### src/rtl/core/hahr_pkg.sv
`timescale 1ns / 1ps

package hahr_pkg;

  // ring geometry
  localparam int RING_DEPTH = 50;
  localparam int SLOT_W     = (RING_DEPTH > 1) ? $clog2(RING_DEPTH) : 1;

  // field widths
  localparam int ADC_W   = 10;
  localparam int HUM_W   = 7;
  localparam int TOTAL_W = 13;
  localparam int X_W     = 16;

  // calibration h = floor((36*adc + 730) / 301), divide done by reciprocal
  localparam int CAL_MUL   = 36;
  localparam int CAL_ADD   = 730;
  localparam int CAL_DIV   = 301;
  localparam int CAL_SHIFT = 24;
  localparam int CAL_RW    = 16;
  localparam logic [CAL_RW-1:0] CAL_RECIP =
    CAL_RW'((2**CAL_SHIFT + CAL_DIV - 1) / CAL_DIV);
  localparam int CAL_PW = X_W + CAL_RW;

  // mean = floor(total / RING_DEPTH), same trick
  localparam int AVG_SHIFT = 20;
  localparam int AVG_RW    = AVG_SHIFT + 1;
  localparam logic [AVG_RW-1:0] AVG_RECIP =
    AVG_RW'((2**AVG_SHIFT + RING_DEPTH - 1) / RING_DEPTH);
  localparam int AVG_PW = TOTAL_W + AVG_RW;

  // configuration register indexes
  localparam int CFG_IDX_W = 1;
  localparam logic [CFG_IDX_W-1:0] REG_LOW_THRESHOLD  = 1'd0;
  localparam logic [CFG_IDX_W-1:0] REG_HIGH_THRESHOLD = 1'd1;

  localparam logic [HUM_W-1:0] LOW_THRESHOLD_RST  = 7'd25;
  localparam logic [HUM_W-1:0] HIGH_THRESHOLD_RST = 7'd50;

  // ring write port
  typedef struct packed {
    logic              en;
    logic [SLOT_W-1:0] slot;
    logic [HUM_W-1:0]  data;
  } ring_wr_t;

endpackage

### src/rtl/core/hahr_ring.sv
`timescale 1ns / 1ps

module hahr_ring (
  input  logic                        clk,
  input  logic                        rst_n,
  input  logic                        rd_en,
  input  logic [hahr_pkg::SLOT_W-1:0] rd_slot,
  output logic [hahr_pkg::HUM_W-1:0]  rd_data,
  input  hahr_pkg::ring_wr_t          wr
);

  logic [hahr_pkg::HUM_W-1:0] mem [hahr_pkg::RING_DEPTH];
  logic [hahr_pkg::HUM_W-1:0] q_r;
  logic [hahr_pkg::RING_DEPTH-1:0] valid_r;
  logic vld_q_r;

  always_ff @(posedge clk) begin
    if (wr.en) begin
      mem[wr.slot] <= wr.data;
    end
    if (rd_en) begin
      q_r <= mem[rd_slot];
    end
  end

  // per-entry valid bits stand in for clearing the ring
  always_ff @(posedge clk) begin
    if (!rst_n) begin
      valid_r <= '0;
      vld_q_r <= 1'b0;
    end else begin
      if (wr.en) begin
        valid_r[wr.slot] <= 1'b1;
      end
      if (rd_en) begin
        vld_q_r <= valid_r[rd_slot];
      end
    end
  end

  assign rd_data = vld_q_r ? q_r : '0;

endmodule

### src/rtl/core/humidity_average_hysteresis_relay.sv
`timescale 1ns / 1ps
// an accepted sample beat is registered through stages 1 to 4 and the output register
// throughput: one sample per cycle while the pipeline is not held, the ring ram has one read and one write port
// the whole pipeline holds only when the last stage has a result and the output
// register is full and not taken
// reset: synchronous, active low; ring entries read as zero at once, no clearing pass

module humidity_average_hysteresis_relay (
  input  logic                           clk,
  input  logic                           rst_n,
  input  logic                           in_valid,
  output logic                           in_ready,
  input  logic [hahr_pkg::ADC_W-1:0]     in_adc_sample,
  output logic                           out_valid,
  input  logic                           out_ready,
  output logic [hahr_pkg::HUM_W-1:0]     out_humidity_avg,
  output logic                           out_relay_on,
  input  logic                           cfg_we,
  input  logic [hahr_pkg::CFG_IDX_W-1:0] cfg_index,
  input  logic [hahr_pkg::HUM_W-1:0]     cfg_data
);

  // thresholds
  logic [hahr_pkg::HUM_W-1:0] low_thr_r;
  logic [hahr_pkg::HUM_W-1:0] high_thr_r;

  always_ff @(posedge clk) begin
    if (!rst_n) begin
      low_thr_r  <= hahr_pkg::LOW_THRESHOLD_RST;
      high_thr_r <= hahr_pkg::HIGH_THRESHOLD_RST;
    end else if (cfg_we) begin
      unique case (cfg_index)
        hahr_pkg::REG_LOW_THRESHOLD:  low_thr_r  <= cfg_data;
        hahr_pkg::REG_HIGH_THRESHOLD: high_thr_r <= cfg_data;
        default: ;
      endcase
    end
  end

  // stage valids and pipeline advance
  logic v1_r, v2_r, v3_r, v4_r;
  logic out_valid_r;
  logic adv;
  logic accept;

  // everything moves unless the last stage is blocked on a full output register
  assign adv      = !v4_r || !out_valid_r || out_ready;
  assign in_ready = adv;
  assign accept   = in_valid && adv;

  // stage 1: scaled sample, ring read issued, write slot
  logic [hahr_pkg::SLOT_W-1:0] slot_r;
  logic [hahr_pkg::SLOT_W-1:0] slot_nxt;
  logic [hahr_pkg::SLOT_W-1:0] slot1_r;
  logic [hahr_pkg::X_W-1:0]    x1_r;
  logic                        fwd1_r;
  logic [hahr_pkg::X_W-1:0]    x_nxt;

  assign x_nxt = hahr_pkg::X_W'(in_adc_sample) * hahr_pkg::X_W'(hahr_pkg::CAL_MUL)
               + hahr_pkg::X_W'(hahr_pkg::CAL_ADD);

  assign slot_nxt = (slot_r == hahr_pkg::SLOT_W'(hahr_pkg::RING_DEPTH - 1))
                  ? '0 : slot_r + 1'b1;

  always_ff @(posedge clk) begin
    if (!rst_n) begin
      slot_r <= '0;
    end else if (accept) begin
      slot_r <= slot_nxt;
    end
  end

  always_ff @(posedge clk) begin
    if (accept) begin
      x1_r    <= x_nxt;
      slot1_r <= slot_r;
      // entry still in flight to the ram: take it from stage 2 instead
      fwd1_r  <= v1_r && (slot1_r == slot_r);
    end
  end

  // stage 1 -> 2: calibrated value, old entry, ring write
  logic [hahr_pkg::CAL_PW-1:0] cal_prod;
  logic [hahr_pkg::HUM_W-1:0]  h1;
  logic [hahr_pkg::HUM_W-1:0]  ring_rd;
  logic [hahr_pkg::HUM_W-1:0]  old1;
  logic [hahr_pkg::HUM_W-1:0]  h2_r;
  logic [hahr_pkg::HUM_W-1:0]  old2_r;
  hahr_pkg::ring_wr_t          ring_wr;

  assign cal_prod = hahr_pkg::CAL_PW'(x1_r) * hahr_pkg::CAL_PW'(hahr_pkg::CAL_RECIP);
  assign h1       = cal_prod[hahr_pkg::CAL_SHIFT +: hahr_pkg::HUM_W];
  assign old1     = fwd1_r ? h2_r : ring_rd;

  assign ring_wr.en   = v1_r && adv;
  assign ring_wr.slot = slot1_r;
  assign ring_wr.data = h1;

  hahr_ring u_ring (
    .clk     (clk),
    .rst_n   (rst_n),
    .rd_en   (accept),
    .rd_slot (slot_r),
    .rd_data (ring_rd),
    .wr      (ring_wr)
  );

  always_ff @(posedge clk) begin
    if (adv && v1_r) begin
      h2_r   <= h1;
      old2_r <= old1;
    end
  end

  // stage 2 -> 3: running total
  logic [hahr_pkg::TOTAL_W-1:0] total_r;
  logic [hahr_pkg::TOTAL_W-1:0] total_nxt;
  logic [hahr_pkg::TOTAL_W-1:0] tot3_r;

  assign total_nxt = total_r - hahr_pkg::TOTAL_W'(old2_r) + hahr_pkg::TOTAL_W'(h2_r);

  always_ff @(posedge clk) begin
    if (!rst_n) begin
      total_r <= '0;
    end else if (adv && v2_r) begin
      total_r <= total_nxt;
    end
  end

  always_ff @(posedge clk) begin
    if (adv && v2_r) begin
      tot3_r <= total_nxt;
    end
  end

  // stage 3 -> 4: mean by reciprocal, low bits kept
  logic [hahr_pkg::AVG_PW-1:0] avg_prod;
  logic [hahr_pkg::HUM_W-1:0]  avg4_r;

  assign avg_prod = hahr_pkg::AVG_PW'(tot3_r) * hahr_pkg::AVG_PW'(hahr_pkg::AVG_RECIP);

  always_ff @(posedge clk) begin
    if (adv && v3_r) begin
      avg4_r <= avg_prod[hahr_pkg::AVG_SHIFT +: hahr_pkg::HUM_W];
    end
  end

  // stage 4 -> out: hysteresis, switch-off test wins when thresholds cross
  logic relay_r;
  logic relay_nxt;

  always_comb begin
    relay_nxt = relay_r;
    if (avg4_r > high_thr_r) begin
      relay_nxt = 1'b1;
    end
    if (avg4_r < low_thr_r) begin
      relay_nxt = 1'b0;
    end
  end

  always_ff @(posedge clk) begin
    if (!rst_n) begin
      relay_r <= 1'b0;
    end else if (adv && v4_r) begin
      relay_r <= relay_nxt;
    end
  end

  logic [hahr_pkg::HUM_W-1:0] out_avg_r;
  logic                       out_relay_r;

  always_ff @(posedge clk) begin
    if (adv && v4_r) begin
      out_avg_r   <= avg4_r;
      out_relay_r <= relay_nxt;
    end
  end

  // stage valids and output beat
  always_ff @(posedge clk) begin
    if (!rst_n) begin
      v1_r        <= 1'b0;
      v2_r        <= 1'b0;
      v3_r        <= 1'b0;
      v4_r        <= 1'b0;
      out_valid_r <= 1'b0;
    end else begin
      if (adv) begin
        v1_r <= in_valid;
        v2_r <= v1_r;
        v3_r <= v2_r;
        v4_r <= v3_r;
      end
      if (adv && v4_r) begin
        out_valid_r <= 1'b1;
      end else if (out_ready) begin
        out_valid_r <= 1'b0;
      end
    end
  end

  assign out_valid        = out_valid_r;
  assign out_humidity_avg = out_avg_r;
  assign out_relay_on     = out_relay_r;

endmodule

### config.mk
export PLATFORM = sky130hd
export DESIGN_NAME = humidity_average_hysteresis_relay
export DESIGN_NICKNAME = d
export VERILOG_FILES = /design/src/rtl/core/hahr_pkg.sv /design/src/rtl/core/hahr_ring.sv /design/src/rtl/core/humidity_average_hysteresis_relay.sv
export SDC_FILE = /design/constraint.sdc
export NUM_CORES = 1
export LEC_CHECK = 0
export ABC_AREA = 1
export BUFFER_PORTS_ARGS = -buffer_cell sky130_fd_sc_hd__buf_2
export CAP_MARGIN = 25
export CORE_ASPECT_RATIO = 1.25
export CORE_MARGIN = 1
export CORE_UTILIZATION = 64
export DETAILED_ROUTE_END_ITERATION = 10
export GPL_TIMING_DRIVEN = 0
export HOLD_SLACK_MARGIN = 0.03
export PLACE_DENSITY = 0.78
export SLEW_MARGIN = 0
export SYNTH_ARGS = -nofsm -noshare
export SYNTH_HDL_FRONTEND = slang
export SYNTH_HIERARCHICAL = 1
export SYNTH_SLANG_ARGS = --single-unit
### constraint.sdc
create_clock -name clk -period 6.2 [get_ports clk]
set_clock_uncertainty 0.15 [all_clocks]
set_input_delay 0.62 -clock clk [delete_from_list [all_inputs] [get_ports clk]]
set_output_delay 0.62 -clock clk [all_outputs]
set_load 0.02 [all_outputs]
* Word level (Yosys, flattened, before mapping)
Memory sizes are Yosys's and may differ from the RTL's. A register that Yosys moved wholly into a read port is not among the register bits. Index checks and enable logic that the tools add are counted.
Word-level totals: register bits after elaboration 155, latch bits 0, memory bits (writable) 350, bits in read-only memories 0, output and inout port bits 10, memories kept 1
Operators by class: add/subtract/negate cells 4, multiply operators 3, divide/modulo/power cells 0, $lt $le $gt $ge 5, equality and inequality tests 2, shift-type cells 0, muxes and demuxes 13, bitwise gates (word level) 2, reductions and logical operators 14
Memories:
- u_ring.mem | depth 50, bits a word 7, read ports 1, clocked after Yosys merged registers in 1, wr ports 1, line hahr_ring.sv:12 | logic [hahr_pkg::HUM_W-1:0] mem [hahr_pkg::RING_DEPTH];
Operators with widths (count):
- $or A50 B50 Y50 | 1
- $mul A16 B16 Y31 const B | 1
- $mul A13 B13 Y25 const B | 1
- $add A16 B10 Y16 const B | 1
- $lt A6 B7 Y1 const B | 2
- $mul A10 B4 Y14 const B | 1
- $mux W7 | 2
- $add A13 B7 Y13 | 1
- $sub A13 B7 Y13 | 1
- $mux W1 | 8
- $gt A7 B7 Y1 | 1
- $logic_and A1 B1 Y1 | 7
- $lt A7 B7 Y1 | 1
- $add A6 B1 Y6 const B | 1
- $bmux W1 S6 | 1
- $demux W1 S6 | 1
- $eq A6 B6 Y1 | 1
- $eq A6 B6 Y1 const B | 1
- $ge A6 B1 Y1 const B | 1
- $mux W6 | 1
- $reduce_and A2 Y1 | 2
- $logic_not A1 Y1 | 2
- $logic_or A1 B1 Y1 | 2
- $reduce_bool A2 Y1 | 1
- $not A1 Y1 | 1

* Logic depth before layout (Yosys ltp)
depth after elaboration 6, depth in mapped cells 25, depth with buffers taken out 25

* Hierarchy
Netlist, hierarchy kept.
Modules (own cells, without submodules):
- hahr_ring | times used 1, cells each 1448, area each 16492.1 um2
- humidity_average_hysteresis_relay | times used 1, cells each 1722, area each 14227.4 um2

* Worst setup path before layout
Ideal clock, no wire load.
path kind register to register, from register x1_r[13] (netlist bit), to register h2_r[4] (netlist bit), data pin, data arrival time 5.033 ns, setup slack 0.693 ns, cell stages (with the launch flop) 22, path buffers 0, cell sequence edfxtp_1 ha_1 inv_1 fa_1 inv_1 fa_1 fa_1 fa_1 inv_1 fa_1 inv_1 ha_1 nand2_1 nor2_2 inv_1 nor2_2 nand3_1 nor2_1 nand2_1 nand2_1 nand2_1 nand2_1
On the way: longest elaborated chain between the ends 1
RTL lines:
- start: declaration | line humidity_average_hysteresis_relay.sv:55 | logic [hahr_pkg::X_W-1:0] x1_r;
- start signal: assignment | line humidity_average_hysteresis_relay.sv:75 | x1_r <= x_nxt;
- $mul A16 B16 Y31 | line humidity_average_hysteresis_relay.sv:91 | assign cal_prod = hahr_pkg::CAL_PW'(x1_r) * hahr_pkg::CAL_PW'(hahr_pkg::CAL_RECIP);
- via cal_prod (one bit) | line humidity_average_hysteresis_relay.sv:83 | logic [hahr_pkg::CAL_PW-1:0] cal_prod;
- end signal: assignment | line humidity_average_hysteresis_relay.sv:110 | h2_r <= h1;
- end: declaration | line humidity_average_hysteresis_relay.sv:87 | logic [hahr_pkg::HUM_W-1:0] h2_r;
The timed path passes the listed nets, and every way through them passes these cells. A chain may end at the register's enable or synchronous reset.

* Worst setup path in the final report
from register x1_r[9] (netlist bit), to memory u_ring/mem[8][4] (netlist bit), data pin
On the way: longest elaborated chain between the ends 1
RTL lines (line):
- $mul A16 B16 Y31 | humidity_average_hysteresis_relay.sv:91
- via cal_prod (one bit) | humidity_average_hysteresis_relay.sv:83
- end: declaration | hahr_ring.sv:12
The timed path passes the listed nets, and every way through them passes these cells.

==> impl_metrics.toml <==
[run_status]
run_status = "finished clean"

[layout]
multi_input_area_um2 = 13830
synthToLayoutAreaGrowth_pct = 9.323
insertedDiodeCount = 0
fill_cells = 3481
final_area_um2 = 33580
nets = 3690
fin_util_pct = 70.96
instances_no_fill = 3942
regArea_um2 = 14410
layout-drive-gt1-share_pct = 6.657

[placement]
place.gp.congestion = 0.9855
io_buffers = 32
place_area_um2 = 31840
dp.cells = 3847
post-place-ws_ns = 0.1483
hpwl_mm = 59.06

[clock_network]
numClockSinks = 510
htree_levels = 2
cts_buffer_depth = 3
cts_buffers = 50
insertion_delay_ns = 0.62
cts_tree = "yes"
clk_pin_slew_ns = 0.06
ctsHoldBuffers = 0
root_buffer = "clkbuf_16"

[yosys]
synth_top_family_by_area = "adder cells"
yosys_most_used_dff = "edfxtp_1"
ys_seq_elements = 510
syn_area_um2 = 30720
yosysSeqAreaShare_pct = 46.92
synthMuxAreaShare_pct = 0.03666
ys_types = 48
synth_top_area_share_pct = 41.06
async_flop_share_pct = 0
yosysTopAreaCell = "edfxtp_1"
yosys_warnings = 6
synthTopCellsByArea = "edfxtp_1, ha_1, fa_1"
syn_avg_cell_area_um2 = 9.691
synth_nets = 3596
syn_inst = 3170
synth-compound-area-share_pct = 8.040
synthAdderAreaFrac_pct = 20.13
synthXorXnorAreaFrac_pct = 1.197
synth-simple-area-share_pct = 15.45
synth_edf_count = 420

[grt]
grt_pass1_vias = 23458
grt_pass1_wl_mm = 122.2
antenna_found_initial = 0
grt-ovfl-total = 0
grt_max_degree = 48
grtUsageTotal_pct = 33.08

[critical_path]
path_max_fanout = 32
cp.depth = 22
required_ns = 6.38
crit_chain = "ha_1 > inv_1 > fa_1 > inv_1 > fa_1 > fa_1 > fa_1 > inv_1 > fa_1 > inv_1 > ha_1 > nand2_1 > inv_1 > nand2_1 > nand2_1 > nand2_1 > nand2_1 > a21oi_1 > nand2_1 > nand2_1 > nand2_4 > buf_12"
crit_type = "reg -> reg"
critPathSlowestCell = "fa_1"
rr_worst_depth = 22
critical_path_arrival_ns = 6.12
critPathBufInv = 6
worst_path_dominant_cell_family = "adder cells"
critPathCaptureType = "flip-flop"
crit_top_cell = "nand2_1"
startpoint_type = "flip-flop"
slowest_delay_ns = 0.59

[sta]
tightest_slew_ns = 1.095
clock.fmax_mhz = 168.2
period_share_pct = 95.89
hold_viol = 0
slew_violations = 0
finalCriticalPeriod_ns = 5.945
worst_slack_ns = 0.2548
relSlewSlack_pct = 26.76
setup_viol = 0

[hold_path]
min_path_type = "in -> reg"
hold_path_depth = 1

[route]
dr_wl_met3_mm = 4.927
vias = 22865
post-route-drc-count = 0
drt_iter0_markers = 1926
routed.top_layer = "met4"
wirelength_mm = 78.45
via_per_inst = 5.800
wl_met2_mm = 39.67
firstDrtPassIters = 6
detail-route-antenna-nets = 0
wl_per_cell_um = 19.90
drt-met1-wl_mm = 28.74

[floorplanning]
die_height_um = 246.9
fp-row-count = 89
dieArea_um2 = 48880
die_w_um = 198.0
io_pins = 33
core_area_um2 = 47330
start_util_pct = 64.91

[flow_run]
max_cap_viol_count = 0
[stage by stage]
step	TNS, ns	hold WS, ns
6_report	0	0.08770
5_1_grt	-0.6576	0.07306
2_1_floorplan	0	0.2748
3_5_place_dp	0	0.2984
4_1_cts	0	0.06861
3_3_place_gp	-251.75	0.2947
[registers in the layout, indices dropped and copies added (netlist names), 13 cells and up]
name,count
total_r,13
u_ring/mem,350
u_ring/valid_r,50
x1_r,14
tot3_r,13
[cells in the mapped netlist (all sizes together), types with 4 or more instances]
cell type  count
a21boi         4
nand2        495
xnor2         17
nand4         22
o211ai        12
nor2         468
xor2          25
a21o           9
o221ai        35
a21oi         96
o21bai         9
nor3b          4
ha           251
o22ai         43
o21ai        222
edfxtp       420
nand3        144
nor3          22
buf           59
inv          526
clkbuf        32
fa           152
dfxtp         90
[repair_timing]
item | 4_1_cts | 5_1_grt
setup endpoints to repair | 0 | 190
endpoints found under the hold margin | 0 | 0
resized for setup | 0 | 6
setup buffers | 0 | 0
[layer usage]
metal  vias up  track usage (%)
li1      10636                -
met1     10868            37.60
met2      1037            58.98
met3       324            4.364
met4         0            20.31
met5         -                0
[worst register-to-register path, delay by kind of cell (launching register included)]
family / cells / cell delay, ns
DFF: 1 / 0.52
adders and majority gates: 7 / 3.39
buffers and inverters: 6 / 0.63
and+or+nand+nor: 8 / 0.72
AOI/OAI and AO/OA: 1 / 0.24
[layout by cell type (no fill, tap or decap), types with 9 or more instances in the layout]
master	synthesis	final
edfxtp_1	420	420
buf_2	32	64
a21o_1	9	9
buf_6	11	11
clkinv_1	1	11
buf_4	11	13
o22ai_1	43	43
clkbuf_16	0	51
nor2_1	460	460
nor3_1	19	19
a21oi_1	95	95
clkbuf_1	28	38
nand4_1	22	22
nand2_1	487	480
fa_1	152	152
o211ai_1	11	11
o221ai_1	35	35
ha_1	251	250
xor2_1	25	24
nand2_2	8	11
nand3_1	141	141
o21bai_1	9	9
dfxtp_1	90	90
o21ai_1	13	13
inv_1	522	522
xnor2_1	17	17
o21ai_0	206	206
[area by class of cell]
cell class	instances	share of cell area, %
flip-flops and latches	510	42.92
multi-input cells	2042	41.17
inverters	527	5.890
clock buffers	62	3.953
well taps	637	2.373
plain buffers	91	1.636
clock inverters	31	1.039
repair buffers	42	1.021
[logic make-up after synthesis]
family          count (synthesis)
compound gates                434
xor+xnor                       42
fa+ha+maj                     403
buf+inv                       618
flops                         510
mux                             1
simple gates                 1162
[path summary, 6_finish.rpt]
kind	start	endpoint	slack, ns
min reg2reg	total_r[0]$_SDFFE_PN0P_	total_r[0]$_SDFFE_PN0P_	0.31
max	x1_r[9]$_DFFE_PP_	u_ring/mem[8][4]$_DFFE_PP_	0.25
max reg2reg	x1_r[9]$_DFFE_PP_	u_ring/mem[8][4]$_DFFE_PP_	0.25
min	in_adc_sample[0]	x1_r[2]$_DFFE_PP_	0.09
Power is not shown: default switching activity piles up to over one toggle a cycle in this logic, so the estimate is an artifact.
